[src/rtl/rgpg_isqrt.sv]
`timescale 1ns / 1ps
`default_nettype none

module rgpg_isqrt #(
  parameter int RW = 22
) (
  input  logic            clk,
  input  logic            en,
  input  logic [2*RW-1:0] rad,
  output logic [RW-1:0]   root
);

  logic [RW+1:0]   rem_q  [RW];
  logic [RW-1:0]   root_q [RW];
  logic [2*RW-1:0] rad_q  [RW];

  // one result bit per stage
  for (genvar s = 0; s < RW; s++) begin : g_stage
    logic [RW+1:0]   rem_in;
    logic [RW-1:0]   root_in;
    logic [2*RW-1:0] rad_in;
    logic [RW+1:0]   sh;
    logic [RW+1:0]   tr;
    logic            ge;

    if (s == 0) begin : g_first
      assign rem_in  = '0;
      assign root_in = '0;
      assign rad_in  = rad;
    end else begin : g_rest
      assign rem_in  = rem_q[s-1];
      assign root_in = root_q[s-1];
      assign rad_in  = rad_q[s-1];
    end

    assign sh = {rem_in[RW-1:0], rad_in[2*RW-1:2*RW-2]};
    assign tr = {root_in, 2'b01};
    assign ge = (sh >= tr);

    always_ff @(posedge clk) begin
      if (en) begin
        rem_q[s]  <= ge ? (sh - tr) : sh;
        root_q[s] <= {root_in[RW-2:0], ge};
        rad_q[s]  <= {rad_in[2*RW-3:0], 2'b00};
      end
    end
  end

  assign root = root_q[RW-1];

endmodule

`default_nettype wire

[config.mk]
export PLATFORM = sky130hd
export DESIGN_NAME = rgpg_isqrt
export DESIGN_NICKNAME = d
export VERILOG_FILES = /design/src/rtl/rgpg_isqrt.sv
export SDC_FILE = /design/constraint.sdc
export NUM_CORES = 2
export LEC_CHECK = 0
export ABC_AREA = 1
export ABC_CLOCK_PERIOD_IN_PS = 2000
export BUFFER_PORTS_ARGS = -buffer_cell sky130_fd_sc_hd__buf_4
export CAP_MARGIN = 20
export CORE_UTILIZATION = 30
export DETAILED_ROUTE_END_ITERATION = 8
export PLACE_DENSITY = 0.44
export SKIP_LAST_GASP = 1
export SYNTH_ARGS = -nofsm -noshare
export SYNTH_HDL_FRONTEND = slang
export SYNTH_SLANG_ARGS = --single-unit
[constraint.sdc]
create_clock -name clk -period 2 [get_ports clk]
set_input_delay 0.3 -clock clk [delete_from_list [all_inputs] [get_ports clk]]
set_output_delay 0.3 -clock clk [all_outputs]
set_load 0.01 [all_outputs]
; ---- Word level (Yosys, flattened, before mapping)
; Memories as Yosys holds them, arrays and structs flattened.
; Cells that the tools add are included.
[totals]
ram_bits = 1936
ff_bits = 0
input_bits = 46
memories = 3
elab_cells = 71
[op_classes]
order_cmp = 22
addsub = 22
mux = 24
[memory_table]
columns = name, words, word_bits, read_ports, rd_clocked_by_memory_dff, write_ports, line
row1 = rad_q, 22, 42, 21, 0, 22, 15  ; logic [2*RW-1:0] rad_q [RW];
row2 = rem_q, 22, 24, 21, 0, 22, 13  ; logic [RW+1:0] rem_q [RW];
row3 = root_q, 22, 22, 22, 0, 22, 14  ; logic [RW-1:0] root_q [RW];
[ops]
columns = cell, count
row1 = $mux W24, 22
row2 = $ge A24 B24 Y1, 21
row3 = $sub A24 B24 Y24, 21
row4 = $sub A2 B1 Y3 const B, 1
row5 = $ge A2 B1 Y1 const B, 1
row6 = $mux W1, 2

; ---- Longest topological paths before layout
; An unclocked memory read counts as a cell.
[logic_depth]
depth_word = 3
depth_mapped = 14
depth_no_buf = 14

; ---- Worst setup path before layout
; OpenSTA, ideal clock, no wires.
[synth_timing]
path_type = register to register
from = memory rem_q[0][50] (netlist name)
to = memory rem_q[0][78] (netlist name), data pin
arrival_ns = 1.707
path_stages_with_launch = 13
setup_ns = 0.253
required_time_ns = 1.747
path_slack_ns = 0.040
period_less_slack_ns = 1.960
cell_sequence = edfxtp_1 ha_1 inv_1 nor2_1 inv_1 nor2_1 nor2_1 nand2_2 nor2_1 nand2_1 buf_4 a21boi_1 inv_1
[synth_rtl]
columns = item, line
row1 = from (decl), 13

==> run_results.csv <==
group,metric,value,unit
synthesis,ys_types,52,
synthesis,synth_area,0.06149,mm²
critical_path,reg2regPathDepth,11,
synthesis,seq_area_frac_synth,0.5611,
power_and_ir_drop,power.density,881.8,mW/mm²
floorplanning,fp.dieW,454.7,µm
routing,firstDrtPassIters,6,
finish,fillers,19160,
sta,setup_viol,228,
clocking,htree_levels,4,
power_and_ir_drop,leakage,41.21,nW
finish,multi_input_area,0.03069,mm²
synthesis,syn_avg_cell_area,9.071,µm²
clocking,root_buffer,"clkbuf_16",
finish,final_common_cell,"buf_4",
run_status,violations,"negative setup slack",
routing,wl_per_cell,15.57,µm
grt,grt_pass1_vias,50620,
critical_path,start_kind,"flip-flop",
routing,drt_iter0_drc,2853,
finish,final_cell_mix,"buf_4 (1,570), nand2_1 (1,485), edfxtp_1 (1,149)",
synthesis,ys_ff_latch,1149,
sta,fin_crit,2.182,ns
sta,max_freq,458.3,MHz
grt,antenna_found_initial,1,
synthesis,netlist_instances,6779,
floorplanning,ios,68,
sta,hold_violations,0,
clocking,clock_path_buffers,3,
placed_design,dp_hpwl,128900,µm
critical_path,crit_required,2.52,ns
hold_path,hold_depth,2,
grt,grt_max_degree,52,
routing,detail_route.vias_per_cell,4.445,
finish,drive_gt1_frac,0.4361,
critical_path,critPathArrivalTime,2.71,ns
sta,tightest_slew,0.5011,ns
run_status,status,"complete, but fails checks",
clocking,cts_sinks,1149,
placed_design,place_congestion,0.8776,
critical_path,worst_r2r_endpoint,"rem_q[2][91]$_DFFE_PP_",
hold_path,min_from,"rad[19]",
clocking,worstSkewPairLatency,0.79,ns
floorplanning,core_area,0.2029,mm²
clocking,cts_tree,"yes",
clocking,clk_pin_slew_worst_paths,0.05,ns
sta,fin_crit_sh,1.091,
finish,nets,9025,
clocking,cts_buffers,140,
sta,skew,0.03532,ns
hold_path,hp-class,"in -> reg",
flow_run,drv_cap,0,
grt,grt_first_pass_wirelength,273500,µm
sta,slew_violations,0,
placed_design,post-place-ws,-0.3871,ns
synthesis,synth_flop_cell,"edfxtp_1",
grt,grt_use_total,0.1678,
synthesis,syn_nets,7101,
critical_path,r2r_slack,-0.18,ns
synthesis,synth_edf_count,1149,
floorplanning,die_h,454.7,µm
floorplanning,die-area,0.2068,mm²
sta,setup_tns,-14.26,ns
critical_path,path_max_fanout,6,
routing,dr_total_vias,51050,
sta,slew_headroom,0.6639,
floorplanning,rows,165,
routing,wirelength,178800,µm
synthesis,yosysWarnings,0,
grt,grt_overflow,0,
finish,regArea,0.03450,mm²
hold_path,whs_endpoint,"rad_q[0][19]$_DFFE_PP_",
sta,setup_ws,-0.1821,ns
finish,area_growth,51.59,%
critical_path,crit_type,"reg -> reg",
power_and_ir_drop,ir_drop,0.8237,mV
critical_path,cp-end-kind,"flip-flop",
floorplanning,start_util,0.3030,
placed_design,port_buffers,67,
routing,drc_errors,0,
critical_path,worstReg2RegStart,"rem_q[2][51]$_DFFE_PP_",
sta,rsz0062_at_grt,"yes",
routing,ant_nets,0,
synthesis,synthArstFlopShare,0,
## how the worst max path moves through the flow
stage,endpoint,slack (ns),start
global route,rem_q[2][91]$_DFFE_PP_,-0.27,rem_q[2][51]$_DFFE_PP_
finish,rem_q[2][91]$_DFFE_PP_,-0.18,rem_q[2][51]$_DFFE_PP_
global placement,rem_q[2][85]$_DFFE_PP_,-0.38,rem_q[2][51]$_DFFE_PP_
floorplan,rem_q[0][78]$_DFFE_PP_,0.04,rem_q[0][50]$_DFFE_PP_
CTS,rem_q[2][88]$_DFFE_PP_,-0.18,root_q[2][60]$_DFFE_PP_
detailed placement,rem_q[2][85]$_DFFE_PP_,-0.39,rem_q[2][53]$_DFFE_PP_
## power by group
group | internal (mW) | switching, mW
sequential | 29.8 | 1.82
clock | 14.6 | 10.3
combinational | 12.3 | 13.4
## sequential cells by signal, summed over array words and instances, names as in the netlist
register / flops
root_q: 253
rem_q: 434
rad_q: 462
## cells in the mapped netlist, types with 11 or more instances
cell         n  area, µm²
ha_1       276       3453
nor2_1     605       2271
nand2_2     17      106.4
nand3b_1    64      480.5
o21ai_2     31      271.5
o21bai_1    13      97.59
a21oi_2     11      96.34
buf_6       19      214.0
o21ai_1     28      140.1
inv_1     1142       4287
nand4_1    112      700.7
edfxtp_1  1149      34500
inv_2       13      48.80
xor2_1     119       1042
xnor2_1     56      490.5
buf_4       20      150.1
nor2_2      21      131.4
or2_2       20      125.1
nor3_1      53      265.3
nand3_1    368       1842
o21ai_0    138      690.7
nand2_1   2181       8187
a21oi_1    244       1221
## worst max-delay path, stage by stage (launching register included)
cell	delay, ns
edfxtp_1	0.43
ha_4	0.32
nand2_4	0.06
nor2_4	0.15
nand2_2	0.11
nor2_2	0.14
nand2_2	0.08
nand4_4	0.16
clkinv_4	0.14
buf_12	0.17
nand2_1	0.07
nand2_2	0.08
## timing repair
action / CTS / global route
endpoints found under the setup margin: 407 / 436
hold buffers: 46 / 0
gates resized for setup: 1134 / 1344
buffers inserted: 267 / 210
gates cloned: 37 / 8
pin swaps: 349 / 566
endpoints found under the hold margin: 66 / 0
## layer usage
metal / track usage / wire, µm / vias to the layer above
li1: - / - / 25950
met1: 0.2166 / 79280 / 24090
met2: 0.2936 / 89510 / 748
met3: 0.02244 / 5814 / 262
met4: 0.04451 / 4205 / 0
met5: 0 / 0 / -
## logic make-up after synthesis
logic type               count (synthesis)  synth area share
flip-flops                            1149            0.5611
other                                    1        0.00006099
buffers and inverters                 1216           0.07877
AND/OR/NAND/NOR                       3482            0.2362
AO/OA/AOI/OAI                          480           0.04279
adder cells (fa/ha/maj)                276           0.05616
XOR/XNOR                               175           0.02493
## layout make-up
| type | instances | share of cell area |
|---|---|---|
| timing repair inverter | 16 | 0.002255 |
| antenna | 1 | 0.00002685 |
| tap | 2672 | 0.03587 |
| sequential | 1149 | 0.3702 |
| inverter | 1160 | 0.04830 |
| clock inverter | 77 | 0.008698 |
| multi-input combinational | 4414 | 0.3292 |
| timing repair buffer | 1822 | 0.1657 |
| clock buffer | 172 | 0.03979 |
## metrics by stage
| step | util | instance area, µm² | instances | hold slack (ns) | power, mW |
|---|---|---|---|---|---|
| 6_report | 0.4593 | 93210 | 11480 | 0.2330 | 82.20 |
| 5_1_grt | 0.4593 | 93210 | 11480 | 0.1748 | 86.67 |
| 4_1_cts | 0.4298 | 87220 | 11300 | 0.1382 | 79.58 |
| 3_5_place_dp | 0.3683 | 74740 | 10710 | 0.4045 | 50.06 |
| 3_3_place_gp | 0.3683 | 74740 | 10710 | 0.4006 | 50.04 |
| 2_1_floorplan | - | 61490 | 6779 | 0.3989 | 40.83 |
No activity file was read; power rests on OpenSTA's default activity.
