### src/rtl/rgpg_pkg.sv
`timescale 1ns / 1ps
`default_nettype none

package rgpg_pkg;

  localparam int COORD_BITS_DEF = 12;
  localparam int FRAC_BITS = 8;
  localparam int COLOR_BITS = 24;
  localparam int CHAN_BITS = 8;
  localparam int NUM_CHAN = 3;
  localparam int DIV_STAGES = 8;
  localparam int ADDR_BITS = 5;
  localparam int DATA_BITS = 32;

  localparam int WIDTH_RESET = 800;
  localparam int HEIGHT_RESET = 600;
  localparam logic [COLOR_BITS-1:0] START_RESET = 24'hFFFFFF;
  localparam logic [COLOR_BITS-1:0] END_RESET = 24'h000000;
  localparam logic [CHAN_BITS-1:0] CHAN_MAX = 8'hFF;
  localparam logic [CHAN_BITS-1:0] CHAN_MIN = 8'h00;

  typedef enum logic [2:0] {
    REG_IMAGE_WIDTH  = 3'd0,
    REG_IMAGE_HEIGHT = 3'd1,
    REG_ORIGIN_X     = 3'd2,
    REG_ORIGIN_Y     = 3'd3,
    REG_START_COLOR  = 3'd4,
    REG_END_COLOR    = 3'd5
  } reg_idx_t;

  typedef struct packed {
    logic full;
  } fifo_ctl_t;

endpackage

`default_nettype wire

### src/rtl/rgpg_ofifo.sv
`timescale 1ns / 1ps
`default_nettype none

module rgpg_ofifo (
  input  logic                            clk,
  input  logic                            rst,
  input  logic                            push,
  input  logic [rgpg_pkg::COLOR_BITS-1:0] din,
  output rgpg_pkg::fifo_ctl_t             ctl,
  output logic                            m_tvalid,
  input  logic                            m_tready,
  output logic [rgpg_pkg::COLOR_BITS-1:0] m_tdata
);

  import rgpg_pkg::*;

  logic [COLOR_BITS-1:0] mem [2];
  logic                  wr_ptr;
  logic                  rd_ptr;
  logic [1:0]            count;
  logic                  pop;
  logic                  full;

  assign pop      = m_tvalid && m_tready;
  assign full     = (count == 2'd2);
  assign m_tvalid = (count != 2'd0);
  assign m_tdata  = mem[rd_ptr];
  assign ctl.full = full;

  always_ff @(posedge clk) begin
    if (rst) begin
      wr_ptr <= 1'b0;
      rd_ptr <= 1'b0;
      count  <= 2'd0;
    end else begin
      if (push) wr_ptr <= ~wr_ptr;
      if (pop) rd_ptr <= ~rd_ptr;
      unique case ({push, pop})
        2'b10:   count <= count + 2'd1;
        2'b01:   count <= count - 2'd1;
        default: count <= count;
      endcase
    end
  end

  always_ff @(posedge clk) begin
    if (push) mem[wr_ptr] <= din;
  end

  a_count_range: assert property (@(posedge clk) disable iff (rst) count != 2'd3)
    else $error("output buffer count out of range");
  a_no_overflow: assert property (@(posedge clk) disable iff (rst) push |-> !full)
    else $error("push into full output buffer");
  a_count_up: assert property (@(posedge clk) disable iff (rst)
    (push && !pop) |=> (count == $past(count) + 2'd1))
    else $error("output buffer count did not advance");

endmodule

`default_nettype wire

### config.mk
export PLATFORM = sky130hd
export DESIGN_NAME = rgpg_ofifo
export DESIGN_NICKNAME = d
export VERILOG_FILES = /design/src/rtl/rgpg_pkg.sv /design/src/rtl/rgpg_ofifo.sv
export SDC_FILE = /design/constraint.sdc
export NUM_CORES = 1
export LEC_CHECK = 0
export BUFFER_PORTS_ARGS = -buffer_cell sky130_fd_sc_hd__buf_2
export CAP_MARGIN = 20
export CORE_ASPECT_RATIO = 0.7
export CORE_MARGIN = 1.5
export CORE_UTILIZATION = 38
export CTS_BUF_LIST = sky130_fd_sc_hd__clkbuf_16
export DETAILED_ROUTE_END_ITERATION = 10
export SLEW_MARGIN = 40
export SYNTH_ARGS = -nofsm -noshare
export SYNTH_HDL_FRONTEND = slang
export SYNTH_SLANG_ARGS = --single-unit
### constraint.sdc
create_clock -name clk -period 2 [get_ports clk]
set_input_delay 0.1 -clock clk [delete_from_list [all_inputs] [get_ports clk]]
set_output_delay 0.1 -clock clk [all_outputs]
set_load 0.02 [all_outputs]
======== After elaboration in Yosys (flattened, before gate mapping) ========
Memory sizes are Yosys's and may differ from the RTL's. A register that Yosys moved wholly into a read port is not among the register bits.
Cells that the tools add are included.
Widths: inputs -> output; s select.
cells by class
  muxes and demuxes ....................... 5
  reduce and logical (&&, ||, !) cells .... 3
  add/sub/neg operators ................... 2
  eq/ne operators ......................... 3
  bitwise operators ....................... 2
operator list
  cell                 count
  $eq 2x2->1 const B   2
  $mux 1               4
  $pmux 2 s2           1
  $reduce_bool 2->1    2
  $add 2x1->2 const B  1
  $eq 2x1->1 const B   1
  $not 1->1            2
  $sub 2x1->2 const B  1
  $logic_and 1x1->1    1
word-level totals
  flip-flop bits (word level) ............. 4
  bits of input ports ..................... 28
  memory bits (writable) .................. 48
  memories ................................ 1
memory list
  memory  depth  width  rd ports  clocked after Yosys merged registers in  wr ports  RTL line          source
  mem     2      24     1         1                                        1         rgpg_ofifo.sv:17  logic [COLOR_BITS-1:0] mem [2];

======== Longest topological paths before layout ========
  depth after elaboration ................. 4
  gate-level depth with buffers ........... 5

======== Worst setup path before layout ========
No wires, ideal clock.
  path kind ............................... flip-flop to flip-flop
  start point ............................. register wr_ptr
  end point ............................... memory mem[0][0], enable pin
  setup slack ............................. 0.240 ns
  stages on the path, launching flop included .. 2
  arrival time ............................ 1.355 ns
  library setup time ...................... 0.405 ns
  path buffers ............................ 0
  data required time ...................... 1.595 ns
  clock period less this slack ............ 1.760 ns
  cells stage by stage .................... dfxtp_1 > nor2_1
RTL lines
  element                 RTL line          source
  from (decl)             rgpg_ofifo.sv:18  logic wr_ptr;
  from (signal assigned)  rgpg_ofifo.sv:36  if (push) wr_ptr <= ~wr_ptr;
  to (decl)               rgpg_ofifo.sv:17
Straight into the memory's write port.

======== Final worst setup path ========
  start point ............................. register count[0]
  end point ............................... register count[1]
between the ends
  cells in the longest elaborated chain, start to end .. 4
  elaborated cells on any way between the ends .. 8
  those cells by class .................... add/sub: 2; eq/ne: 2; mux: 1; reduce/logical: 3
ends and longest elaborated chain
  element                                          RTL line          source
  from (decl)                                      rgpg_ofifo.sv:20  logic [1:0] count;
  from (signal assigned)                           rgpg_ofifo.sv:39  2'b10: count <= count + 2'd1;
  from (signal assigned)                           rgpg_ofifo.sv:40  2'b01: count <= count - 2'd1;
  from (signal assigned)                           rgpg_ofifo.sv:41  default: count <= count;
  $reduce_bool 2->1 (*)                            rgpg_ofifo.sv:26  assign m_tvalid = (count != 2'd0);
  $logic_and 1x1->1 (*)                            rgpg_ofifo.sv:24  assign pop = m_tvalid && m_tready;
  net pop                                          rgpg_ofifo.sv:21  logic pop;
  $eq 2x1->1 or $eq 2x2->1 (tied branches)         rgpg_ofifo.sv:38  unique case ({push, pop})
  $pmux 2 s2 or $reduce_bool 2->1 (tied branches)  -
Mark *: on every way through the listed nets, which the timed path passes. The rest lies on a longest branch.
A chain may end at the register's enable or synchronous reset.

==> key figures <==
Run status
  • Outcome: finished, final reports clean

Die
  • Die X: 88.44 um
  • DIE HEIGHT: 62.81 um
  • Initial core utilization: 0.3995
  • Full die area: between 0.005 and 0.006 mm^2
  • CORE AREA: 0.004861 mm^2
  • Row Count: 21
  • IO Pins: 54

Run
  • Max-cap violations: 0

Finish
  • Syn-to-layout area delta: 29.64%
  • Ant diodes: 0
  • Share of layout cells above drive strength 1: 0.5329
  • Commonest non-fill, non-tap cell in the layout: buf_2
  • Fin nets: about 200
  • Finished Cell Area: roughly 0.0025 mm^2
  • Fillers: 424
  • Commonest non-fill, non-tap cells in the layout: buf_2, edfxtp_1, mux2_2
  • Layout Cells excl Fill: between 200 and 250

Setup path
  • CP bufs+invs: 0
  • Reg2reg path depth: 4
  • Worst Path Max Fanout: 5
  • Critical path type: flip-flop to flip-flop
  • Critical-path cell list: o21a_1 > ha_1 > or3_1 > a21oi_1
  • CP endpoint kind: flip-flop
  • Cell family with most CP delay: compound AO/OA/AOI/OAI gates
  • WP data required: 2.21 ns
  • CP Launch Type: flip-flop
  • CP max stage delay: about 0.36 ns
  • Worst Path Arrival: between 1.5 and 2 ns
  • Cell with the largest stage delay on the worst path: or3_1
  • CP Depth: 4

Logic synthesis
  • Mapped Area: 0.001942 mm^2
  • Distinct cell type count after synthesis: 16
  • Syn Area/Cell: ~20 um^2
  • Mapped Cells: 98
  • Yosys reg bits: 53
  • Mapped Nets: ~130
  • Top cells by area, synth: edfxtp_1, mux2_2, dfxtp_1
  • Synth area leader: edfxtp_1
  • Ys Warns: 0
  • Register area share after synthesis: 0.7938
  • Area share of the largest cell type after synthesis: 0.7423

Timing
  • Slew HR: 0.7767
  • Fmax: 0.6755 GHz
  • Final Setup Violations: 0
  • Fin Clk Skew: 0.002970 ns
  • Fin crit period: roughly 1.5 ns
  • Final Hold Fails: 0
  • Period utilization: 0.7401
  • Setup tns final: 0 ns
  • Worst hold slack: between 0.005 and 0.006 ns
  • Worst-margin pin slew: 0.3349 ns
  • Max Slew Vio Count: 0
  • RSZ-0062 raised after global routing: no

Global route
  • Vias in the first global route: around 1100
  • Initial antenna violation count: 0
  • Largest net degree at the start of global routing: 25
  • First-pass GRT wire length: between 4000 and 5000 um
  • GRT overflow: 0
  • Total GRT Usage: 0.1243

Detailed routing
  • # DRC: 0
  • Starting DRT DRC Count: 28
  • Vias/cell: between 4 and 5
  • Drt first pass iters: 3
  • Routed Antenna Nets: 0
  • WL per Instance: ~14 um
  • Vias post-DR: roughly 1100
  • WL final: approximately 3200 um

Clocking
  • CTS Root Cell: clkbuf_16
  • CTS tree: built
  • CTS buffer count: 5
  • CTS Sinks: between 50 and 60
  • Post-CTS Setup Inserts: 0
  • Clock Latency Late Sink: 0.28 ns
  • Reg clk slew, reported paths: ~0.06 ns
  • Post-CTS Hold Buffers: 6
  • H-tree depth: 2
  • PostCTS Resize Cnt: 0
  • Clock buffer depth: 2

Place
  • Detailed Place HPWL: between 2000 and 2500 um
  • Placed cell areas: about 0.0023 mm^2
  • Input/output buffers: 53
  • Placed insts: 221
  • Routability congestion estimate from global placement: roughly 0.65

Power and ir drop
  • Pwr/cell area: ~1200 mW/mm^2
  • Pwr Total: roughly 2.9 mW
  • P_leak: 0.9693 nW
  • Peak VDD IR: between 0.0004 and 0.0005 V

Min path
  • Hold path cells: 1
  • Hold Crit Class: primary input to flip-flop
[stage by stage]
| step | setup WS [ns] | util |
|---|---|---|
| 6_report | 0.5197 | 0.5179 |
| 2_1_floorplan | 0.2404 | - |
| 3_5_place_dp | 0.5346 | 0.4754 |
| 3_3_place_gp | 0.6274 | 0.4754 |
| 4_1_cts | 0.5208 | 0.5158 |
| 5_1_grt | 0.4407 | 0.5179 |
[cells in the mapped netlist, drive strengths merged]
cell type / n
a21oi: 1
and2: 1
and2b: 1
buf: 3
dfxtp: 5
edfxtp: 48
ha: 1
inv: 1
mux2: 24
nor2: 5
o21a: 1
o21ai: 1
or2: 1
or3: 1
xnor2: 3
xor2: 1
[cell type report]
cell class,instances,area (um^2),area share
Sequential cell,53,1541,0.6123
Multi-Input combinational cell,41,384.1,0.1526
Timing Repair Buffer,64,365.4,0.1451
Clock buffer,5,125.1,0.04970
Tap cell,69,86.33,0.03429
Clock inverter,3,11.26,0.004473
Inverter,1,3.754,0.001491
[report_power, final]
part	leakage (nW)	internal, mW	switching, mW
registers	0.492	1.31	0.0422
logic	0.400	0.348	0.428
clock network	0.0776	0.450	0.329
[path summary, 6_finish.rpt]
| kind | start | end | slack (ns) |
|---|---|---|---|
| max reg2reg | count[0] | count[1] | 0.52 |
| max | count[0] | count[1] | 0.52 |
| min reg2reg | rd_ptr | rd_ptr | 0.53 |
| min | din[21] | mem[1][21] | 0.006 |
[routing by layer]
| metal | vias to the layer above | GRT usage | routed length, um |
|---|---|---|---|
| met3 | 5 | 0.06473 | 284 |
| met1 | 519 | 0.1203 | 1192 |
| met2 | 37 | 0.2214 | 1694 |
| met5 | - | 0 | 0 |
| li1 | 507 | - | - |
| met4 | 0 | 0.04688 | 40 |
[kinds of logic after synthesis]
logic type / share of synthesized area
buffers and inverters: 0.009661
multiplexers: 0.1392
AO/OA/AOI/OAI: 0.009017
adder cells (fa/ha/maj): 0.006442
flip-flops: 0.7938
AND/OR/NAND/NOR: 0.02385
XOR/XNOR: 0.01804
[sequential cells by signal, indices dropped and copies added, names as in the netlist, named ones only]
signal  flops
count       2
mem        48
rd_ptr      1
wr_ptr      1
(Power assumes the default switching activity.)
